<file path="config.mk">
export PLATFORM = sky130hd
export DESIGN_NAME = sacl_ram
export DESIGN_NICKNAME = d
export VERILOG_FILES = /design/src/rtl/sacl_ram.sv
export SDC_FILE = /design/constraint.sdc
export NUM_CORES = 1
export LEC_CHECK = 0
export BUFFER_PORTS_ARGS = -buffer_cell sky130_fd_sc_hd__buf_2
export CAP_MARGIN = 20
export CORE_MARGIN = 5
export CORE_UTILIZATION = 65
export CTS_CLUSTER_SIZE = 25
export DETAILED_ROUTE_END_ITERATION = 8
export GPL_TIMING_DRIVEN = 0
export PLACE_DENSITY = 0.84
export SETUP_SLACK_MARGIN = 0.3
export SLEW_MARGIN = 25
export SYNTH_ARGS = -nofsm -noshare
export SYNTH_HDL_FRONTEND = slang
export SYNTH_SLANG_ARGS = --single-unit
</file>
<file path="constraint.sdc">
create_clock -name clk -period 3.68 [get_ports clk]
set_clock_uncertainty 0.1 [all_clocks]
set_input_delay 0.552 -clock clk [delete_from_list [all_inputs] [get_ports clk]]
set_output_delay 0.552 -clock clk [all_outputs]
set_load 0.02 [all_outputs]
</file>
<file path="src/rtl/sacl_ram.sv">
// ----------------------------------------------------------------------------
// sacl_ram: generic simple dual-port RAM
// One write port, one read port with registered data, read-before-write.
// ----------------------------------------------------------------------------
module sacl_ram #(
  parameter int WIDTH = 8,
  parameter int DEPTH = 16
) (
  input  logic                                 clk,
  input  logic                                 we,
  input  logic [(DEPTH > 1 ? $clog2(DEPTH) : 1)-1:0] waddr,
  input  logic [WIDTH-1:0]                     wdata,
  input  logic                                 re,
  input  logic [(DEPTH > 1 ? $clog2(DEPTH) : 1)-1:0] raddr,
  output logic [WIDTH-1:0]                     rdata
);

  logic [WIDTH-1:0] mem [DEPTH];

  always_ff @(posedge clk) begin
    if (we) begin
      mem[waddr] <= wdata;
    end
    if (re) begin
      rdata <= mem[raddr];
    end
  end

endmodule

</file>
==> results.cfg <==
[clock_network]
hold_buffers = 0
cts_max_level = 4
ctsResizeCount = 0
cts_tree = yes
clock_latency_ns = 0.52
numCtsBuffers = 17
clk_pin_slew_ns = 0.06
cts_setup_buffers = 0
cts-root-buf = clkbuf_8
cts_buffer_depth = 2
clock_sink_count = 136

[cells_and_area]
multi_input_area_um2 = 1080
drive_gt1_share_pct = 31.1
final_cells = 388
n_fill_cell = 393
regArea_um2 = 4080
nets = 292
syn_to_final_growth_pct = 16.5
n_antenna_cell = 0
fin_area_um2 = 6090

[place]
io_buffers = 25
dpl_cell_area_um2 = 5500
place.gp.congestion = 0.756
dp_cells = 356
hpwl_um = 6120

[worst_setup_path]
critPathLaunchType = input pin
worstSetupPathType = in -> reg
setup.worst_path.end_class = register
crit_slowest_cell = nor2_1
critPathRequiredTime_ns = 3.72
crit_chain = buf_2 > or3b_2 > nor2_1
r2r_start = mem[1][0]
path_max_fanout = 8
cp.arrival_ns = 1.89
max_stage_delay_ns = 0.68
reg2reg_slack_ns = 1.99
reg2reg_depth = 3
timing.rr.end = rdata[0]

[grt]
track_usage_pct = 23.8
grt_overflow = 0
grt_max_degree = 17
antenna_found_initial = 0
grt_pass1_vias = 2675
grt_pass1_wl_um = 16300

[sta]
post-route-period-util_pct = 50.1
rsz0062_at_grt = false
max_slew_margin_pct = 42.0
hold_violations = 0
setup_violations = 0
min_period_ns = 1.84
worstMarginPinSlew_ns = 0.866
setup_tns_ns = 0
drv_slew = 0
timing.fmax_mhz = 542

[pwr]
power.density_nw_per_um2 = 592
power.leakage_nw = 2.04
irDropWorstVdd_mv = 0.528
totalPowerFinal_w = 0.00360

[yosys]
ys_types = 18
ys_ff_latch = 136
synth_nets = 248
avgSynthCellArea_um2 = 22.8
synth_area_um2 = 5230
yosys_warnings = 0
syn-instance-count = 229
yosysSeqAreaShare_pct = 78.1

[die]
die_h_um = 99.7
dieArea_um2 = 9940
ios = 27
die-width_um = 99.7
core_area_um2 = 7770
start_util_pct = 67.3
num_rows = 32

[worst_hold_path]
hold_class = in -> reg
whs_path_depth = 1
hold_end = rdata[4]
hp-start = re

[route]
avgRoutedWirePerCell_um = 27.8
drt_pre_antenna_iters = 5
antenna_left = 0
wl_um = 10800
vias = 2575
drt_iter0_markers = 285
vias_per_cell = 6.64
drc = 0

[outcome]
status = completed

[job]
cap_violations = 0
per-layer routing:
metal	wire, um	part of all wire [%]	GRT usage, %	vias up
met5	0	0	0	-
met4	163	1.5	8.82	0
met3	993	9.2	7.01	15
met2	5190	48	34.5	164
met1	4440	41	34.9	1328
li1	-	-	-	1068
flip-flops by register name, indices dropped and copies added, names as in the netlist:
signal / count
rdata: 8
mem: 128
worst max path at each step:
stage / cells past startpoint / startpoint / to
5_1_grt: 3 / waddr[2] / mem[2][2]
4_1_cts: 3 / waddr[2] / mem[2][1]
6_report: 3 / waddr[2] / mem[2][6]
3_5_place_dp: 3 / waddr[2] / mem[2][4]
3_3_place_gp: 3 / waddr[2] / mem[0][4]
2_1_floorplan: 2 / waddr[2] / mem[0][0]
area by class of cell:
type,count,share of cell area [%]
repair buffers,25,2.05
clock buffers,17,6.80
clock inverters,15,2.88
flip-flops and latches,136,67.1
multi-input cells,83,17.7
plain buffers,10,1.42
well taps,102,2.10
worst max-delay path, delay by kind of cell:
family	cells	cell delay, ns
buffers and inverters	1	0.12
AND/OR/NAND/NOR	2	1.22
placed cells by master, fill, tap and decap left out, drive strengths merged:
cell type and instances:
nor3 4, clkdlybuf4s25 3, nand3b 2, nand2 9, nor2b 1, inv 3, edfxtp 136, buf 32
and2 1, or3b 1, clkinvlp 3, nand3 1, clkinv 6, nor2 13, and2b 1, bufinv 3
nand2b 2, a22oi 16, mux4 32, clkbuf 17
logic make-up (layout without fill, tap and decap cells):
| kind of cell | Yosys count | after routing | share of synthesized area [%] |
|---|---|---|---|
| mux | 32 | 32 | 14.8 |
| simple gates | 35 | 35 | 3.14 |
| buf+inv | 10 | 67 | 1.65 |
| flops | 136 | 136 | 78.1 |
| compound gates | 16 | 16 | 2.30 |
synthesized netlist by cell type:
library cell,count,area [um^2]
buf_4,1,7.51
clkdlybuf4s25_2,3,30.0
nand3_1,1,5.00
mux4_1,14,368
edfxtp_1,136,4080
mux4_2,18,405
a22oi_1,16,120
nor3_1,4,20.0
buf_6,3,33.8
nor2_1,13,48.8
nor2b_1,1,6.26
nand2b_1,2,12.5
nand2_1,9,33.8
and2b_1,1,7.51
nand3b_1,2,15.0
or3b_2,1,8.76
buf_2,3,15.0
and2_1,1,6.26
where the power goes:
group          switching [W]  leakage, nW  internal, W  total (W)
Sequential        0.00000953         1.24      0.00175    0.00176
Combinational       0.000109        0.523    0.0000676   0.000176
Clock               0.000640        0.282      0.00103    0.00167
per-stage QoR:
stage / setup WS (ns) / hold WS, ns / util (%)
detailed placement: 1.32 / 0.657 / 70.8
global route: 1.82 / 0.258 / 78.4
finish: 1.84 / 0.281 / 78.4
floorplan: 1.54 / 0.551 / -
CTS: 1.89 / 0.259 / 78.4
global placement: 1.01 / 0.636 / 70.6
Note: power is estimated with default switching activity, not from simulation.
