--- src/rtl/sacl_pkg.sv ---
// ----------------------------------------------------------------------------
// sacl_pkg: shared types and constants of the cache tag store
// Field widths, action and register codes, config and result records.
// ----------------------------------------------------------------------------
package sacl_pkg;

  // default geometry
  localparam int SETS_DEF      = 256;
  localparam int WAYS_DEF      = 4;
  localparam int ADDR_BITS_DEF = 32;

  // field widths
  localparam int ACTION_W  = 2;
  localparam int ADDRESS_W = 32;
  localparam int WAY_OUT_W = 2;
  localparam int CFG_IDX_W = 3;
  localparam int CFG_DAT_W = 4;
  localparam int CNT_W     = 32;

  // access kinds (code three behaves as a data read)
  localparam logic [ACTION_W-1:0] ACT_READ  = 2'd0;
  localparam logic [ACTION_W-1:0] ACT_WRITE = 2'd1;
  localparam logic [ACTION_W-1:0] ACT_FETCH = 2'd2;
  localparam logic [ACTION_W-1:0] ACT_SPARE = 2'd3;

  // register indexes
  localparam logic [CFG_IDX_W-1:0] REG_OFFSET_BITS    = 3'd0;
  localparam logic [CFG_IDX_W-1:0] REG_INDEX_BITS     = 3'd1;
  localparam logic [CFG_IDX_W-1:0] REG_WAYS_IN_USE    = 3'd2;
  localparam logic [CFG_IDX_W-1:0] REG_WRITE_BACK     = 3'd3;
  localparam logic [CFG_IDX_W-1:0] REG_WRITE_ALLOCATE = 3'd4;

  typedef struct packed {
    logic [3:0] offset_bits;
    logic [3:0] index_bits;
    logic [2:0] ways_in_use;
    logic       write_back;
    logic       write_allocate;
  } cfg_t;

  localparam cfg_t CFG_RESET = '{
    offset_bits:    4'd5,
    index_bits:     4'd8,
    ways_in_use:    3'd4,
    write_back:     1'b1,
    write_allocate: 1'b1
  };

  typedef struct packed {
    logic                 hit;
    logic [WAY_OUT_W-1:0] way;
    logic                 filled;
    logic                 victim_dirty;
    logic [31:0]          victim_tag;
    logic                 write_through;
  } result_t;

endpackage

--- src/rtl/sacl_update.sv ---
// ----------------------------------------------------------------------------
// sacl_update: lookup and replacement logic for one set
// Tag compare, victim choice, dirty and recency update, result fields.
// ----------------------------------------------------------------------------
module sacl_update #(
  parameter int WAYS  = 4,
  parameter int TAG_W = 32
) (
  input  sacl_pkg::cfg_t                                   cfg,
  input  logic [sacl_pkg::ACTION_W-1:0]                    action,
  input  logic [TAG_W-1:0]                                 tag,
  input  logic [WAYS-1:0][TAG_W-1:0]                       tags_in,
  input  logic [WAYS-1:0]                                  valid_in,
  input  logic [WAYS-1:0]                                  dirty_in,
  input  logic [WAYS-1:0][(WAYS > 1 ? $clog2(WAYS) : 1)-1:0] rank_in,
  output logic [WAYS-1:0][TAG_W-1:0]                       tags_out,
  output logic [WAYS-1:0]                                  valid_out,
  output logic [WAYS-1:0]                                  dirty_out,
  output logic [WAYS-1:0][(WAYS > 1 ? $clog2(WAYS) : 1)-1:0] rank_out,
  output logic                                             miss,
  output sacl_pkg::result_t                                res
);
  import sacl_pkg::*;

  localparam int IDX_W = WAYS > 1 ? $clog2(WAYS) : 1;

  logic [WAYS-1:0]  in_use, match, is_max;
  logic             hit, has_inv, alloc, is_write, mark_dirty, victim_d;
  logic [IDX_W-1:0] hw, iw, lw, vw, tw, r;
  logic [IDX_W+1:0] way_ext;

  always_comb begin
    is_write   = (action == ACT_WRITE);
    mark_dirty = is_write && cfg.write_back;

    for (int w = 0; w < WAYS; w++) begin
      in_use[w] = (w == 0) || (w < int'(cfg.ways_in_use));
      match[w]  = in_use[w] && valid_in[w] && (tags_in[w] == tag);
    end

    // largest rank among ways in use, ranks are distinct
    for (int w = 0; w < WAYS; w++) begin
      is_max[w] = in_use[w];
      for (int k = 0; k < WAYS; k++) begin
        if (k != w && in_use[k] && !(rank_in[k] < rank_in[w])) begin
          is_max[w] = 1'b0;
        end
      end
    end

    // lowest-numbered way wins
    hit = 1'b0;  hw = '0;
    has_inv = 1'b0;  iw = '0;
    lw = '0;
    for (int w = WAYS - 1; w >= 0; w--) begin
      if (match[w]) begin
        hit = 1'b1;
        hw  = IDX_W'(w);
      end
      if (in_use[w] && !valid_in[w]) begin
        has_inv = 1'b1;
        iw      = IDX_W'(w);
      end
      if (is_max[w]) begin
        lw = IDX_W'(w);
      end
    end

    miss     = !hit;
    alloc    = !hit && (!is_write || cfg.write_allocate);
    vw       = has_inv ? iw : lw;
    victim_d = alloc && !has_inv && dirty_in[vw];
    tw       = hit ? hw : vw;
    r        = rank_in[tw];

    tags_out  = tags_in;
    valid_out = valid_in;
    dirty_out = dirty_in;
    rank_out  = rank_in;
    if (hit && mark_dirty) begin
      dirty_out[hw] = 1'b1;
    end
    if (alloc) begin
      tags_out[vw]  = tag;
      valid_out[vw] = 1'b1;
      dirty_out[vw] = mark_dirty;
    end
    if (hit || alloc) begin
      for (int k = 0; k < WAYS; k++) begin
        if (IDX_W'(k) == tw) begin
          rank_out[k] = '0;
        end else if (rank_in[k] < r) begin
          rank_out[k] = rank_in[k] + 1'b1;
        end
      end
    end

    way_ext           = {2'b00, tw};
    res.hit           = hit;
    res.way           = (hit || alloc) ? way_ext[1:0] : '0;
    res.filled        = alloc;
    res.victim_dirty  = victim_d;
    res.victim_tag    = victim_d ? 32'(tags_in[vw]) : 32'd0;
    res.write_through = is_write && !cfg.write_back;
  end

endmodule

--- config.mk ---
export PLATFORM = sky130hd
export DESIGN_NAME = sacl_update
export DESIGN_NICKNAME = d
export VERILOG_FILES = /design/src/rtl/sacl_pkg.sv /design/src/rtl/sacl_update.sv
export SDC_FILE = /design/constraint.sdc
export NUM_CORES = 1
export LEC_CHECK = 0
export BUFFER_PORTS_ARGS = -buffer_cell sky130_fd_sc_hd__clkbuf_2
export CORE_ASPECT_RATIO = 0.7
export CORE_MARGIN = 10
export CORE_UTILIZATION = 30
export DETAILED_ROUTE_END_ITERATION = 10
export MAX_ROUTING_LAYER = met4
export PLACE_DENSITY_LB_ADDON = 0.15
export SETUP_SLACK_MARGIN = 0.2
export SLEW_MARGIN = 0
export SYNTH_ARGS = -nofsm -noshare
export SYNTH_HDL_FRONTEND = slang
export SYNTH_SLANG_ARGS = --single-unit
--- constraint.sdc ---
create_clock -name vclk -period 13.4
set_input_delay 2.68 -clock vclk [all_inputs]
set_output_delay 2.68 -clock vclk [all_outputs]
set_load 0.05 [all_outputs]
==> out/qor.txt <==
Static Leak - 3.53 nW
Cells after Synth - 688
row cnt - 40
clock buffers - 0
postcts setup bufs - 0
Hold Violations, Final - 0
chip width - 180 µm
relative slew slack - 29.1%
syn avg cell area - 7.80 µm²
GRT Total Usage - 25.7%
Crit Path Category - in2out
DIE HEIGHT - 132 µm
logic gate share of total power - 100.0%
Tcrit/Tclk final - 72.1%
Final Net Count - 1201
vias per inst - 5.44
Placer Congestion - 0.928
crit path DAT - 6.98 ns
hold slack - 5.78 ns
ratio of cells with drive above 1 in the final layout - 52.0%
DIE AREA - 0.0237 mm²
Cell Pwr Density - 69.8 mW/mm²
total gr overflow - 0
Antenna Cells - 0
Netlist cell types - 49
top-area cell type share of the netlist area - 20.2%
# setup viols final - 0
Tightest Hold Check Type - in2out
register area share after synthesis - 0%
setup total negative slack - 0 ns
Syn-to-layout area delta - 35.2%
post-CTS sizing - 0
largest net degree at the start of global routing - 37
internal power - 144 µW
Synth Cell Area - 0.00536 mm²
most common library cells after synthesis - nand2_1 (109), xor2_1 (102), mux2_2 (96)
Final min period - 9.66 ns
vias in the first global route - 7003
VDD IR-drop max - 0.0445 mV
antenna-violating nets left - 0
initial antenna violation count - 0
most common cell in the synthesized netlist - nand2_1
via count - 6654
fmax - 104 MHz
Sw Pwr - 362 µW
CP Capture Type - primary output
drt first pass iters - 5
Routed WL per cell - 26.0 µm
sw frac - 71.6%
IO Pins - 374
RSZ-0062 raised after global routing - no
Critical Path Start Type - input pin
Core ar. - 0.0174 mm²
status - finished, final reports clean
Initial Util - 30.9%
num sequential - 0
drt drc - 0
Worst Hold Path Cells - 3
global-route wire length before repair - 46.7 mm
hold_buf cts - 0
crit-path max FO - 8
Seq pwr share - 0%
clock share of power - 0%
synth warn - 0
synthesized net count - 895
1st-iter DRT viols - 422
max-slew violation count - 0
Least-Margin Pin Slew - 1.06 ns
count of input and output buffers - 366
Req. time, crit path - 10.72 ns
hpwl dp - 27.2 mm
total wire length - 31.7 mm
cell taking the most area after synthesis - mux2_2
register area - 0 µm²
main area contributors after synthesis - mux2_2 (20%), xor2_1 (17%), mux4_2 (13%), nand2_1 (7.6%), xnor2_1 (5.2%)
max-cap violations - 0
==> path summary, 6_finish.rpt <==
path | slack [ns] | from | endpoint
max | 3.74 | tag[15] | rank_out[2]
min | 5.78 | cfg[1] | res[0]
==> layout by cell type (no fill, tap or decap), drive strengths merged, types with 21 or more instances in the layout <==
cell,count
mux4,32
and2,33
mux2,97
nor4,39
nand2,109
nand4,21
clkbuf,366
xnor2,32
xor2,102
nor2,31
==> metrics by stage <==
step	worst slack [ns]	util [%]	power, mW	instances	cell area [µm²]
4_1_cts	3.80	41.7	0.507	1223	7250
3_5_place_dp	3.81	41.7	0.505	1223	7250
3_3_place_gp	3.86	41.7	0.505	1223	7250
2_1_floorplan	4.08	-	0.351	688	5360
6_report	3.74	41.7	0.506	1223	7250
5_1_grt	3.50	41.7	0.533	1223	7250
==> worst max-delay path: stages <==
cell	delay [ns]
clkbuf_2	0.18
xor2_1	0.28
or4_1	0.56
or4_1	0.56
nor4_2	0.39
nor2_1	0.14
a21oi_4	0.28
a21oi_1	0.10
o21ai_0	0.50
ha_1	0.37
nor4_1	0.40
o21bai_1	0.19
a311oi_2	0.06
clkbuf_2	0.26
==> power groups by stage <==
stage / Sequential, mW / Clock, mW / Combinational [mW]
global route: 0 / 0 / 0.533
CTS: 0 / 0 / 0.507
finish: 0 / 0 / 0.506
global placement: 0 / 0 / 0.505
floorplan: 0 / 0 / 0.351
detailed placement: 0 / 0 / 0.505
==> final cells by class <==
cell class,count,area [µm²]
fillers,1892,10100
inverters,15,56.3
multi-input cells,607,5040
well taps,231,289
repair buffers,370,1860
==> logic make-up after synthesis <==
family / Yosys count / share of synthesized area (%)
compound gates: 34 / 5.37
xor+xnor: 134 / 21.9
fa+ha+maj: 16 / 3.73
buf+inv: 81 / 6.44
mux: 134 / 34.8
simple gates: 289 / 27.8
==> layer usage <==
layer  vias to the layer above  GRT usage (%)  share of wire [%]
met5                         -              -                  0
met4                         0           1.19               0.55
met3                        12           6.01                8.6
met2                       340           40.4                 45
met1                      3232           34.3                 46
li1                       3070              -                  -
(Power assumes the default switching activity.)
